==> src/rtl/trajectory_tracking_controller_unit_assert.svh <==
// assertion macros shared by the controller and the datapath
`ifndef TRAJECTORY_TRACKING_CONTROLLER_UNIT_ASSERT_SVH
`define TRAJECTORY_TRACKING_CONTROLLER_UNIT_ASSERT_SVH

// same-cycle implication, sampled on i_clk, off while i_rst_n is low
`define TTC_ASSERT_NOW(name, ante, cons, msg) \
    name: assert property (@(posedge i_clk) disable iff (!i_rst_n) (ante) |-> (cons)) \
        else $error(msg);

// next-cycle implication, sampled on i_clk, off while i_rst_n is low
`define TTC_ASSERT_NEXT(name, ante, cons, msg) \
    name: assert property (@(posedge i_clk) disable iff (!i_rst_n) (ante) |=> (cons)) \
        else $error(msg);

`endif

==> src/rtl/ttc_pkg.sv <==
// shared types and constants of the trajectory tracking controller
package ttc_pkg;

    localparam int DATA_W    = 16;
    localparam int CFG_W     = 15;
    localparam int CFG_COUNT = 8;
    localparam int CFG_IDX_W = 3;
    localparam int EXP_W     = 13;

    // goal tolerances: 0.1 m and pi/18 rad in Q4.12
    localparam logic [16:0] GOAL_POS_TOL  = 17'd410;
    localparam logic [16:0] GOAL_HEAD_TOL = 17'd715;

    // configuration register indexes
    typedef enum logic [CFG_IDX_W-1:0] {
        CFG_GAIN_ALONG,
        CFG_GAIN_LATERAL,
        CFG_GAIN_HEADING,
        CFG_SPEED_LIMIT,
        CFG_TURN_LIMIT,
        CFG_LATERAL_LIMIT,
        CFG_DISTANCE_LIMIT,
        CFG_HEADING_LIMIT
    } t_cfg_idx;

    localparam logic [CFG_W-1:0] CFG_RESET [CFG_COUNT] = '{
        15'd4096, 15'd4096, 15'd4096, 15'd4096,
        15'd4096, 15'd4096, 15'd2048, 15'd4289
    };

    // controller states
    typedef enum logic [2:0] {
        ST_IDLE,
        ST_SQUARE,
        ST_TEST,
        ST_ROM,
        ST_WEIGHT,
        ST_GAIN,
        ST_OUT
    } t_ttc_state;

    // commands from controller to datapath
    typedef struct packed {
        logic load_in;
        logic square;
        logic test;
        logic rom_read;
        logic weight;
        logic gain;
        logic load_out;
    } t_ttc_cmd;

endpackage

==> src/rtl/ttc_ctrl.sv <==
// sequencing state machine of the trajectory tracking controller
`include "trajectory_tracking_controller_unit_assert.svh"

module ttc_ctrl import ttc_pkg::*; (
    input  logic     i_clk,
    input  logic     i_rst_n,
    input  logic     i_in_valid,
    output logic     o_in_ready,
    output logic     o_out_valid,
    input  logic     i_out_ready,
    output t_ttc_cmd o_cmd
);

    t_ttc_state r_state, n_state;
    logic       r_out_valid, n_out_valid;
    t_ttc_cmd   cmd;

    // state and result-valid registers
    always_ff @(posedge i_clk) begin
        if (!i_rst_n) begin
            r_state     <= ST_IDLE;
            r_out_valid <= 1'b0;
        end else begin
            r_state     <= n_state;
            r_out_valid <= n_out_valid;
        end
    end

    // next state and datapath commands
    always_comb begin
        n_state = r_state;
        cmd     = '0;
        case (r_state)
            ST_IDLE: begin
                if (i_in_valid) begin
                    cmd.load_in = 1'b1;
                    n_state     = ST_SQUARE;
                end
            end
            ST_SQUARE: begin
                cmd.square = 1'b1;
                n_state    = ST_TEST;
            end
            ST_TEST: begin
                cmd.test = 1'b1;
                n_state  = ST_ROM;
            end
            ST_ROM: begin
                cmd.rom_read = 1'b1;
                n_state      = ST_WEIGHT;
            end
            ST_WEIGHT: begin
                cmd.weight = 1'b1;
                n_state    = ST_GAIN;
            end
            ST_GAIN: begin
                cmd.gain = 1'b1;
                n_state  = ST_OUT;
            end
            ST_OUT: begin
                // wait until the output register is free or being taken
                if (!r_out_valid || i_out_ready) begin
                    cmd.load_out = 1'b1;
                    n_state      = ST_IDLE;
                end
            end
            default: begin
                n_state = ST_IDLE;
            end
        endcase
    end

    // result valid: set on load, cleared on transfer
    always_comb begin
        n_out_valid = r_out_valid;
        if (cmd.load_out) begin
            n_out_valid = 1'b1;
        end else if (r_out_valid && i_out_ready) begin
            n_out_valid = 1'b0;
        end
    end

    assign o_in_ready  = (r_state == ST_IDLE);
    assign o_out_valid = r_out_valid;
    assign o_cmd       = cmd;

    `TTC_ASSERT_NEXT(a_accept_starts, i_in_valid && o_in_ready, r_state == ST_SQUARE, "accepted item did not start")
    `TTC_ASSERT_NEXT(a_load_sets_valid, cmd.load_out, r_out_valid, "loaded result not valid")
    `TTC_ASSERT_NOW(a_load_no_overwrite, cmd.load_out, !r_out_valid || i_out_ready, "result overwritten")

endmodule

==> config.mk <==
export PLATFORM = sky130hd
export DESIGN_NAME = ttc_ctrl
export DESIGN_NICKNAME = d
export VERILOG_FILES = /design/src/rtl/ttc_pkg.sv /design/src/rtl/ttc_ctrl.sv
export VERILOG_INCLUDE_DIRS = /design/src /design/src/rtl
export SDC_FILE = /design/constraint.sdc
export NUM_CORES = 1
export LEC_CHECK = 0
export CORE_AREA = 2 2 39 41
export DETAILED_ROUTE_END_ITERATION = 8
export DIE_AREA = 0 0 41 43
export DONT_BUFFER_PORTS = 1
export GPL_TIMING_DRIVEN = 0
export MAX_ROUTING_LAYER = met4
export PLACE_DENSITY = 0.3
export SLEW_MARGIN = 15
export SYNTH_ARGS = -nofsm -noshare
export SYNTH_HDL_FRONTEND = slang
export SYNTH_SLANG_ARGS = --single-unit
==> constraint.sdc <==
create_clock -name i_clk -period 2.6 [get_ports i_clk]
set_input_delay 0.13 -clock i_clk [delete_from_list [all_inputs] [get_ports i_clk]]
set_output_delay 0.13 -clock i_clk [all_outputs]
set_load 0.005 [all_outputs]
==> impl_metrics.csv <==
group,metric,value,unit
status,status,"complete, no violations",
sta,fin_hold_ws,0.107,ns
worst_setup_path,worstSetupPathType,"register to output port",
synth,ys_warn_count,0,
finish,layout_common_cells,"dfxtp_1, buf_4, nor3_1, clkbuf_4",
global_route,grt_overflow_total,0,
detailed_routing,drtIter0Drc,2,
clock_network,clk-insertion-delay-late,0.24,ns
worst_setup_path,crit_arrival,1.16,ns
floorplanning,initial_core_util,17.8,%
synth,synth.ff_latch_count,4,
sta,fmax,775,MHz
finish,n_antenna_cell,0,
global_route,grt_pass1_vias,210,
finish,syn2layout_area_growth,17.3,%
sta,setup_slack,1.31,ns
placed_design,dp.cells,45,
worst_setup_path,cp-end-kind,"output port",
detailed_routing,drtAntennaViolNets,0,
synth,ys_types,18,
power_and_ir_drop,power_density,661,mW/mm^2
hold_path,hold_path_depth,2,
power_and_ir_drop,p_switching,53.2,uW
worst_setup_path,r2r_slack,1.45,ns
sta,period_minus_slack,1.29,ns
detailed_routing,drc,0,
sta,rsz0062_at_grt,"false",
finish,final_util,20.9,%
sta,setup_viol,0,
sta,finalCritPeriodShare,49.6,%
power_and_ir_drop,p_int,138,uW
detailed_routing,wl_per_cell,11.6,microns
power_and_ir_drop,swShare,27.8,%
floorplanning,die_w,41,microns
detailed_routing,viasPerCell,4.44,
clock_network,numCtsBuffers,3,
synth,yosysSeqAreaShare,32.5,%
detailed_routing,num_vias,213,
placed_design,gp_congestion,0.611,
clock_network,post_cts_resized,0,
power_and_ir_drop,combinationalPowerShare,23.0,%
global_route,grt_max_degree,11,
power_and_ir_drop,ir_worst_vdd,137,uV
placed_design,portBuffers,0,
finish,final_nets,38,
hold_path,holdPathEnd,"r_state[1]",
hold_path,min_path_type,"primary input to register",
global_route,gr-usage-all-layers,8.04,%
detailed_routing,postRouteWirelength,557,microns
finish,final_cells,48,
sta,finalSetupTns,0,ns
worst_setup_path,startpoint_type,"register",
sta,slew_headroom,77.6,%
clock_network,tritoncts,"yes",
floorplanning,dieHeight,43,microns
worst_setup_path,r2r_cells,3,
clock_network,cts_num_sinks,4,
finish,final_common_cell,"dfxtp_1",
power_and_ir_drop,leakage,0.000106,uW
worst_setup_path,required,2.47,ns
clock_network,holdBufCountCts,0,
floorplanning,die_area,0.00176,sq mm
clock_network,h-tree-depth,1,
flow_run,cap_violations,0,
floorplanning,io_pins,13,
worst_setup_path,cp_max_fo,10,
floorplanning,core_area,0.00138,sq mm
sta,hold_violations,0,
hold_path,min_from,"i_rst_n",
sta,tightest_slew,0.327,ns
sta,slew_viol_final,0,
finish,layout-drive-gt1-share,25.0,%
worst_setup_path,timing.rr.end,"r_state[2]",
placed_design,place_hpwl,392,microns
synth,syn-cell-area,246,sq um
worst_setup_path,r2r_start,"r_state[0]",
synth,syn_area_per_cell,8.50,sq um
synth,syn-instance-count,29,
synth,synth_nets,33,
global_route,grt_first_pass_wirelength,841,microns
clock_network,cts_max_path_buffers,2,
floorplanning,fp-row-count,14,
clock_network,cts_setup_buffers,0,
placed_design,dp_slack,1.46,ns
power_and_ir_drop,power.clock.fraction,41.2,%
finish,n_fill_cell,160,
sta,clock-skew-final,0.00632,ns
power_and_ir_drop,seqPwrFrac,35.8,%
clock_network,cts.clk_slew.worst_paths,0.04,ns
detailed_routing,drtPass1Iterations,4,
clock_network,cts_root_buffer,"clkbuf_4",
global_route,antenna_found_initial,0,
==> per-layer routing <==
layer | wire length (microns) | GRT usage (%) | share of wire (%) | up-vias
li1 | - | - | - | 107
met1 | 257 | 9.06 | 46 | 94
met2 | 235 | 8.75 | 42 | 10
met3 | 58 | 3.66 | 10 | 2
met4 | 6 | 10.0 | 1.1 | 0
met5 | 0 | - | 0 | -
==> how the worst max path moves through the flow <==
stage / end / slack, ns / from
final: o_cmd[6] / 1.31 / r_state[2]
after global routing: o_cmd[6] / 1.23 / r_state[2]
after CTS: o_cmd[6] / 1.28 / r_state[2]
after detailed placement: r_state[2] / 1.46 / r_state[0]
after global placement: r_state[2] / 1.46 / r_state[0]
after floorplan: r_state[2] / 1.51 / r_state[0]
==> cell usage after synthesis, drive strengths merged <==
master	instances	area, sq um
nand3b	1	7.51
nand2b	1	6.26
a2111oi	1	8.76
buf	4	33.8
nor2b	1	6.26
and2	1	6.26
nor3b	1	7.51
and3	1	7.51
inv	2	7.51
a21oi	2	10.0
or2b	1	7.51
or3b	1	8.76
nor3	3	15.0
dfxtp	4	80.1
a311oi	2	17.5
xnor2	1	8.76
nor2	2	7.51
==> power groups by stage <==
stage          clock network [uW]  registers (uW)  logic, uW
2_1_floorplan                   0            69.3       37.4
3_3_place_gp                    0            69.4       44.0
3_5_place_dp                    0            69.5       44.3
4_1_cts                      81.9            68.5       44.5
5_1_grt                      87.0            69.1       49.0
6_report                     78.7            68.5       44.0
==> registers in the layout, indices dropped and copies added, names as in the netlist <==
signal,flops
r_state,3
o_out_valid,1
==> metrics by stage <==
step	power, uW	cell area [sq um]
floorplan	107	246
global placement	113	267
detailed placement	114	267
CTS	195	289
global route	205	289
finish	191	289
==> critical path, cell delays in order (launching register included) <==
cell and delay (ns):
dfxtp_1 0.29, buf_4 0.16, nor3_1 0.29, and2_1 0.19
==> area by class of cell <==
class	instances	area, sq um	share of cell area (%)
Multi-Input combinational cell	19	125	43.3
Sequential cell	4	80.1	27.7
Buffer	4	33.8	11.7
Clock buffer	3	22.5	7.79
Tap cell	16	20.0	6.93
Inverter	2	7.51	2.60
==> logic make-up after synthesis <==
| logic type | Yosys count | synth area share, % |
|---|---|---|
| xor gates and xnor gates | 1 | 3.55 |
| DFF | 4 | 32.5 |
| and+or+nand+nor | 13 | 32.5 |
| buffers and inverters | 6 | 16.8 |
| AOI/OAI and AO/OA | 5 | 14.7 |
No activity file was read; power rests on OpenSTA's default activity.
